<file path="src/rtl/sbid_pkg.sv">
// shared types, codes and header constants for the sparse block image decoder
// no dependencies
`default_nettype none

package sbid_pkg;

	typedef logic [2:0] phase_t;
	typedef logic [1:0] kind_t;
	typedef logic [1:0] err_t;

	localparam int BLOCK_BYTES_DEF = 512;

	localparam phase_t PH_HEADER = 3'd0;
	localparam phase_t PH_DESC   = 3'd1;
	localparam phase_t PH_RAW    = 3'd2;
	localparam phase_t PH_RUN    = 3'd3;
	localparam phase_t PH_STOP   = 3'd4;

	localparam kind_t K_RAW  = 2'd0;
	localparam kind_t K_ZERO = 2'd1;
	localparam kind_t K_DONE = 2'd2;
	localparam kind_t K_ERR  = 2'd3;

	localparam err_t E_MAGIC   = 2'd0;
	localparam err_t E_VERSION = 2'd1;
	localparam err_t E_DESC    = 2'd2;
	localparam err_t E_TRUNC   = 2'd3;

	localparam logic [7:0] DESC_RAW   = 8'h00;
	localparam logic [7:0] DESC_ZERO  = 8'h01;
	localparam logic [2:0] HDR_LAST   = 3'd7;
	localparam logic [2:0] RUN_IDX_MAX = 3'd5;

	// expected magic byte at each header position
	function automatic logic [7:0] magic_byte(input logic [2:0] idx);
		logic [7:0] m;
		case (idx)
			3'd0:    m = 8'h56;
			3'd1:    m = 8'h4D;
			3'd2:    m = 8'h46;
			3'd3:    m = 8'h53;
			3'd4:    m = 8'h49;
			3'd5:    m = 8'h4D;
			3'd6:    m = 8'h47;
			default: m = 8'h00;
		endcase
		return m;
	endfunction

endpackage

`default_nettype wire

</file>
<file path="src/rtl/sparse_block_image_decoder_top.sv">
// sparse block image decoder: header check, raw block pass-through, zero-run varints
// depends on sbid_pkg
`default_nettype none
// usage
//   input channel: in_valid / in_stall carrying op and data_byte; op 0 is one
//   image byte, op 1 marks the end of input. an item is taken at an edge with
//   in_valid high and in_stall low
//   output channel: out_valid / out_stall carrying kind, out_byte, byte_offset,
//   block_done, zero_blocks and error_code. at most one result per input item
//   config: cfg_valid / cfg_ready write max_format_version from cfg_data; the
//   port is always ready, write it only while the decoder is idle
// timing
//   an item taken enters the input register; any result then enters the output
//   register, raising out_valid, once that is free or draining. the state update
//   between them is combinational: one item per cycle while out_stall is low
// reset
//   arst_n low clears both registers' valid bits, returns to the header phase
//   and sets max_format_version to 0
// backpressure
//   while out_stall holds a waiting result, the input register can still
//   fill; in_stall rises only when both registers are occupied
// after a clean end or an error every later item is taken and dropped

module sparse_block_image_decoder_top #(
	parameter int BLOCK_BYTES = sbid_pkg::BLOCK_BYTES_DEF
) (
	input  wire         clk,
	input  wire         arst_n,
	// input item channel
	input  wire         in_valid,
	output logic        in_stall,
	input  wire         op,
	input  wire  [7:0]  data_byte,
	// result item channel
	output logic        out_valid,
	input  wire         out_stall,
	output logic [1:0]  kind,
	output logic [7:0]  out_byte,
	output logic [8:0]  byte_offset,
	output logic        block_done,
	output logic [32:0] zero_blocks,
	output logic [1:0]  error_code,
	// configuration write
	input  wire         cfg_valid,
	output logic        cfg_ready,
	input  wire  [7:0]  cfg_data
);

	// raw offset counter is just wide enough for BLOCK_BYTES-1
	localparam int RAW_W = (BLOCK_BYTES > 1) ? $clog2(BLOCK_BYTES) : 1;
	localparam logic [RAW_W-1:0] RAW_LAST = RAW_W'(BLOCK_BYTES - 1);

	// input register
	logic       valid_s1;
	logic       op_s1;
	logic [7:0] byte_s1;

	// result register
	logic                valid_s2;
	sbid_pkg::kind_t     kind_s2;
	logic [7:0]          byte_s2;
	logic [8:0]          offset_s2;
	logic                done_s2;
	logic [32:0]         blocks_s2;
	sbid_pkg::err_t      err_s2;

	// decoder state
	logic [7:0]          max_ver_q;
	sbid_pkg::phase_t    phase_q, phase_d;
	logic [2:0]          hdr_cnt_q, hdr_cnt_d;
	logic                mism_q, mism_d;
	logic [RAW_W-1:0]    raw_cnt_q, raw_cnt_d;
	logic [31:0]         run_val_q, run_val_d;
	logic [2:0]          run_idx_q, run_idx_d;

	// result of the item in the input register
	logic                res_valid;
	sbid_pkg::kind_t     res_kind;
	logic [7:0]          res_byte;
	logic [8:0]          res_offset;
	logic                res_done;
	logic [32:0]         res_blocks;
	sbid_pkg::err_t      res_err;

	logic                adv;
	logic [31:0]         run_add;
	logic [31:0]         run_acc;
	logic [RAW_W+8:0]    offset_wide;

	// the input register moves on whenever the result register is free or draining
	assign adv       = valid_s1 && (!valid_s2 || !out_stall);
	assign in_stall  = valid_s1 && !adv;
	assign cfg_ready = 1'b1;

	assign offset_wide = {9'b0, raw_cnt_q};

	// varint payload bits placed at the current 7-bit group, dropped past bit 31
	always_comb begin
		case (run_idx_q)
			3'd0:    run_add = {25'b0, byte_s1[6:0]};
			3'd1:    run_add = {18'b0, byte_s1[6:0], 7'b0};
			3'd2:    run_add = {11'b0, byte_s1[6:0], 14'b0};
			3'd3:    run_add = {4'b0, byte_s1[6:0], 21'b0};
			3'd4:    run_add = {byte_s1[3:0], 28'b0};
			default: run_add = 32'b0;
		endcase
	end

	assign run_acc = run_val_q | run_add;

	always_comb begin
		phase_d    = phase_q;
		hdr_cnt_d  = hdr_cnt_q;
		mism_d     = mism_q;
		raw_cnt_d  = raw_cnt_q;
		run_val_d  = run_val_q;
		run_idx_d  = run_idx_q;
		res_valid  = 1'b0;
		res_kind   = sbid_pkg::K_RAW;
		res_byte   = 8'b0;
		res_offset = 9'b0;
		res_done   = 1'b0;
		res_blocks = 33'b0;
		res_err    = sbid_pkg::E_MAGIC;

		if (phase_q == sbid_pkg::PH_STOP) begin
			// stopped: drop everything
		end else if (op_s1) begin
			res_valid = 1'b1;
			phase_d   = sbid_pkg::PH_STOP;
			if (phase_q == sbid_pkg::PH_DESC) begin
				res_kind = sbid_pkg::K_DONE;
			end else begin
				res_kind = sbid_pkg::K_ERR;
				res_err  = sbid_pkg::E_TRUNC;
			end
		end else begin
			unique case (phase_q)
				sbid_pkg::PH_HEADER: begin
					if (hdr_cnt_q != sbid_pkg::HDR_LAST) begin
						if (byte_s1 != sbid_pkg::magic_byte(hdr_cnt_q))
							mism_d = 1'b1;
						hdr_cnt_d = hdr_cnt_q + 3'd1;
					end else if (mism_q) begin
						res_valid = 1'b1;
						res_kind  = sbid_pkg::K_ERR;
						res_err   = sbid_pkg::E_MAGIC;
						phase_d   = sbid_pkg::PH_STOP;
					end else if (byte_s1 > max_ver_q) begin
						res_valid = 1'b1;
						res_kind  = sbid_pkg::K_ERR;
						res_err   = sbid_pkg::E_VERSION;
						phase_d   = sbid_pkg::PH_STOP;
					end else begin
						hdr_cnt_d = 3'd0;
						phase_d   = sbid_pkg::PH_DESC;
					end
				end
				sbid_pkg::PH_DESC: begin
					if (byte_s1 == sbid_pkg::DESC_RAW) begin
						raw_cnt_d = '0;
						phase_d   = sbid_pkg::PH_RAW;
					end else if (byte_s1 == sbid_pkg::DESC_ZERO) begin
						run_val_d = 32'b0;
						run_idx_d = 3'd0;
						phase_d   = sbid_pkg::PH_RUN;
					end else begin
						res_valid = 1'b1;
						res_kind  = sbid_pkg::K_ERR;
						res_err   = sbid_pkg::E_DESC;
						phase_d   = sbid_pkg::PH_STOP;
					end
				end
				sbid_pkg::PH_RAW: begin
					res_valid  = 1'b1;
					res_kind   = sbid_pkg::K_RAW;
					res_byte   = byte_s1;
					res_offset = offset_wide[8:0];
					if (raw_cnt_q == RAW_LAST) begin
						res_done  = 1'b1;
						raw_cnt_d = '0;
						phase_d   = sbid_pkg::PH_DESC;
					end else begin
						raw_cnt_d = raw_cnt_q + RAW_W'(1);
					end
				end
				sbid_pkg::PH_RUN: begin
					if (byte_s1[7]) begin
						run_val_d = run_acc;
						if (run_idx_q < sbid_pkg::RUN_IDX_MAX)
							run_idx_d = run_idx_q + 3'd1;
					end else begin
						// last varint byte: report N+1 blocks
						res_valid  = 1'b1;
						res_kind   = sbid_pkg::K_ZERO;
						res_blocks = {1'b0, run_acc} + 33'd1;
						run_val_d  = 32'b0;
						run_idx_d  = 3'd0;
						phase_d    = sbid_pkg::PH_DESC;
					end
				end
				default: begin
					phase_d = sbid_pkg::PH_STOP;
				end
			endcase
		end
	end

	// control state
	always_ff @(posedge clk or negedge arst_n) begin
		if (!arst_n) begin
			valid_s1  <= 1'b0;
			valid_s2  <= 1'b0;
			max_ver_q <= 8'b0;
			phase_q   <= sbid_pkg::PH_HEADER;
			hdr_cnt_q <= 3'd0;
			mism_q    <= 1'b0;
			raw_cnt_q <= '0;
			run_val_q <= 32'b0;
			run_idx_q <= 3'd0;
		end else begin
			if (cfg_valid && cfg_ready)
				max_ver_q <= cfg_data;
			if (in_valid && !in_stall)
				valid_s1 <= 1'b1;
			else if (adv)
				valid_s1 <= 1'b0;
			if (adv) begin
				valid_s2  <= res_valid;
				phase_q   <= phase_d;
				hdr_cnt_q <= hdr_cnt_d;
				mism_q    <= mism_d;
				raw_cnt_q <= raw_cnt_d;
				run_val_q <= run_val_d;
				run_idx_q <= run_idx_d;
			end else if (valid_s2 && !out_stall) begin
				valid_s2 <= 1'b0;
			end
		end
	end

	// payload registers
	always_ff @(posedge clk) begin
		if (in_valid && !in_stall) begin
			op_s1   <= op;
			byte_s1 <= data_byte;
		end
		if (adv && res_valid) begin
			kind_s2   <= res_kind;
			byte_s2   <= res_byte;
			offset_s2 <= res_offset;
			done_s2   <= res_done;
			blocks_s2 <= res_blocks;
			err_s2    <= res_err;
		end
	end

	assign out_valid   = valid_s2;
	assign kind        = kind_s2;
	assign out_byte    = byte_s2;
	assign byte_offset = offset_s2;
	assign block_done  = done_s2;
	assign zero_blocks = blocks_s2;
	assign error_code  = err_s2;

endmodule

`default_nettype wire

</file>
<file path="config.mk">
export PLATFORM = sky130hd
export DESIGN_NAME = sparse_block_image_decoder_top
export DESIGN_NICKNAME = d
export VERILOG_FILES = /design/src/rtl/sbid_pkg.sv /design/src/rtl/sparse_block_image_decoder_top.sv
export SDC_FILE = /design/constraint.sdc
export NUM_CORES = 1
export LEC_CHECK = 0
export BUFFER_PORTS_ARGS = -buffer_cell sky130_fd_sc_hd__buf_2
export CORE_ASPECT_RATIO = 0.5
export CORE_MARGIN = 2
export CORE_UTILIZATION = 35
export CTS_CLUSTER_SIZE = 24
export DETAILED_ROUTE_END_ITERATION = 7
export HOLD_SLACK_MARGIN = 0.15
export PLACE_DENSITY = 0.62
export SLEW_MARGIN = 20
export SYNTH_ARGS = -nofsm -noshare
export SYNTH_HDL_FRONTEND = slang
export SYNTH_SLANG_ARGS = --single-unit
</file>
<file path="constraint.sdc">
create_clock -name clk -period 15.15 [get_ports clk]
set_input_delay 4.545 -clock clk [delete_from_list [all_inputs] [get_ports clk]]
set_output_delay 4.545 -clock clk [all_outputs]
set_load 0.02 [all_outputs]
</file>
==> results.py <==
metrics = {
    "yosys": {
        "synth_flop_cell": "edfxtp_1",
        "synth_common_cells": "nor2_1, edfxtp_1, dfrtp_1",
        "synth_area_leaders": "edfxtp_1, dfrtp_1, ha_1",
        "syn_inst": 662,
        "yosysMostFrequentCell": "nor2_1",
        "avgSynthCellArea_sq_um": 10.2,
        "synth_area_leader_cell": "edfxtp_1",
        "synth-edff-count": 64,
        "ys_seq_area_share_pct": 51.2,
        "mappedNetlistArea_sq_mm": 0.00673,
        "synth-seq-cells": 125,
        "synthDistinctLibCells": 63,
        "synth_nets": 706,
        "synth_top_cell_area_share_pct": 28.6,
        "yosysWarnings": 0,
        "synthArstFlopShare_pct": 48.8,
    },
    "clocking": {
        "insertion_delay_ns": 0.42,
        "clkSlewWorstSetupHoldPaths_ns": 0.06,
        "root_buffer": "clkbuf_16",
        "cts.htree.levels": 4,
        "cts.path.max_buffers": 2,
        "cts_setup_buffers": 0,
        "cts-resized-gates": 0,
        "cts.sinks": 125,
        "ctsHoldBuffers": 0,
        "cts_buffers": 17,
        "cts_tree": "yes",
    },
    "pwr": {
        "p_per_area_mw_per_mm2": 123,
        "ir_worst_vdd_mv": 0.0692,
        "p_leak_uw": 0.00311,
    },
    "finish": {
        "fill_cells": 1782,
        "multi_input_area_sq_mm": 0.00299,
        "regArea_sq_mm": 0.00345,
        "drive_above_1_share_pct": 18.0,
        "area_growth_pct": 16.5,
        "diodes": 0,
        "layout.nets": 770,
        "fin_cells": 998,
    },
    "route": {
        "drc": 0,
        "firstDrtPassIters": 5,
        "drt_iter0_drc": 376,
        "viasPerCell": 5.32,
        "vias": 5310,
        "ant_nets": 0,
        "wl_per_cell_um": 17.1,
        "drt_wl_total_um": 17000,
    },
    "placement": {
        "hpwlAfterDp_um": 11200,
        "gp_congestion": 0.831,
        "portBuffers": 78,
        "dp.cells": 966,
    },
    "critical_path": {
        "crit_path_start_kind": "primary input",
        "end_kind": "output port",
        "crit_path_start": "out_stall",
        "cp-endpoint": "in_stall",
        "crit_required_ns": 10.61,
        "r2r-start": "byte_s1[0]",
        "worstReg2RegEnd": "zero_blocks[15]",
        "path_max_fanout": 3,
        "critPathKind": "in2out",
        "r2r_setup_slack_ns": 11.53,
        "r2r_cells": 9,
        "cp.arrival_ns": 4.98,
    },
    "timing": {
        "hold_viol": 0,
        "setup-tns-final_ns": 0,
        "whs_ns": 0.480,
        "final.setup_skew_ns": 0.00942,
        "worst_slew_margin_rel_pct": 30.9,
        "max_freq_mhz": 105,
        "rsz0062_at_grt": "no",
        "setup_viol": 0,
        "worstMarginPinSlew_ns": 1.04,
        "final_max_slew_viol_count": 0,
        "min_period_over_period_pct": 62.8,
        "finalCriticalPeriod_ns": 9.52,
    },
    "min_path": {
        "worstHoldPathType": "reg2reg",
    },
    "global_route": {
        "antenna_found_initial": 0,
        "grt_max_degree": 62,
        "grt_pass1_wl_um": 27000,
        "grt_pass1_vias": 5020,
        "grtUsageTotal_pct": 17.1,
        "overflow": 0,
    },
    "floorplan": {
        "die_area_sq_mm": 0.0204,
        "fp.dieW_um": 200,
        "dieHeight_um": 102,
        "io_pins": 80,
        "core_sq_mm": 0.0186,
        "rows": 35,
        "initial_core_util_pct": 36.2,
    },
    "status": {
        "outcome": "complete, no violations",
    },
    "run": {
        "drv_cap": 0,
    },
}
==> metal layers <==
metal  vias to the layer above  global-route usage [%]  share of wire, %
met2                       198                    26.2                43
met1                      2552                    23.3                50
li1                       2541                       -                 -
met5                         -                       0                 0
met4                         0                    5.51               1.2
met3                        19                    5.42               6.5
==> how the worst min path moves through the flow <==
stage	slack (ns)	end	startpoint	depth (start not counted)
after floorplan	0.45	run_val_q[29]	run_val_q[29]	2
after CTS	0.48	run_val_q[30]	run_val_q[30]	2
after global placement	0.46	run_val_q[21]	run_val_q[21]	2
final	0.48	run_val_q[23]	run_val_q[23]	2
after global routing	0.50	run_val_q[30]	run_val_q[30]	2
after detailed placement	0.47	run_val_q[30]	run_val_q[30]	2
==> placed cells by master, fill, tap and decap left out, drive strengths merged, types with 2 or more instances in the layout <==
master | Yosys | final
a211oi | 3 | 3
a21o | 8 | 8
a21oi | 48 | 48
a221oi | 3 | 3
a22oi | 2 | 2
a311o | 2 | 2
a31o | 2 | 2
a31oi | 21 | 21
a32o | 3 | 3
and2 | 21 | 21
and2b | 3 | 3
buf | 20 | 85
clkbuf | 20 | 26
clkinv | 0 | 4
dfrtp | 61 | 61
edfxtp | 64 | 64
ha | 22 | 22
inv | 26 | 27
nand2 | 57 | 57
nand2b | 8 | 8
nand3 | 12 | 12
nand3b | 5 | 5
nand4 | 8 | 8
nor2 | 68 | 68
nor2b | 9 | 9
nor3 | 21 | 21
nor4 | 17 | 17
nor4b | 3 | 3
o211ai | 2 | 2
o21ai | 31 | 31
o22a | 2 | 2
o22ai | 11 | 11
o311ai | 3 | 3
o31ai | 20 | 20
or3 | 7 | 7
or4 | 2 | 2
xnor2 | 8 | 8
xor2 | 24 | 24
==> flip-flops by register name, summed over array words and instances, names as in the netlist <==
| register | flops |
|---|---|
| zero_blocks | 33 |
| run_val_q | 32 |
| byte_offset | 9 |
| raw_cnt_q | 9 |
| byte_s1 | 8 |
| max_ver_q | 8 |
| out_byte | 8 |
| hdr_cnt_q | 3 |
| phase_q | 3 |
| run_idx_q | 3 |
| error_code | 2 |
| kind | 2 |
| block_done | 1 |
| mism_q | 1 |
| op_s1 | 1 |
| out_valid | 1 |
| valid_s1 | 1 |
==> logic make-up (layout without fill, tap and decap cells) <==
family	after synthesis	in the layout	synth area share [%]
flip-flops	125	125	51.2
other	1	1	0.0557
AND/OR/NAND/NOR	245	245	19.1
XOR/XNOR	32	32	4.16
AO/OA/AOI/OAI	170	170	16.4
multiplexers	1	1	0.167
buffers and inverters	66	143	4.72
adder cells (fa/ha/maj)	22	22	4.09
==> stage by stage <==
stage	cell area, sq um	setup WS, ns	power (uW)	util (%)
after floorplan	6730	5.51	535	-
after global placement	7290	5.65	588	39.2
after detailed placement	7290	5.63	591	39.2
after CTS	7830	5.63	970	42.1
after global routing	7840	5.55	1000	42.1
final	7840	5.63	963	42.1
==> cell type report <==
| cell class | instances | share of cell area (%) |
|---|---|---|
| clock buffers | 26 | 6.49 |
| clock inverters | 6 | 0.431 |
| inverters | 26 | 1.24 |
| multi-input cells | 471 | 38.1 |
| flip-flops and latches | 125 | 44.0 |
| well taps | 259 | 4.13 |
| repair buffers | 85 | 5.65 |
==> worst max-delay path, cell delays in order <==
cell and delay [ns]:
buf_2 0.11, nand3_1 0.11, inv_1 0.06, buf_2 0.15
==> where the power goes <==
part | leakage [uW] | switching, uW | internal (uW)
Sequential | 0.00139 | 26.0 | 401
Combinational | 0.00145 | 110 | 48.0
Clock | 0.000270 | 148 | 230
Total | 0.00311 | 284 | 679
Note: power is estimated with default switching activity, not from simulation.
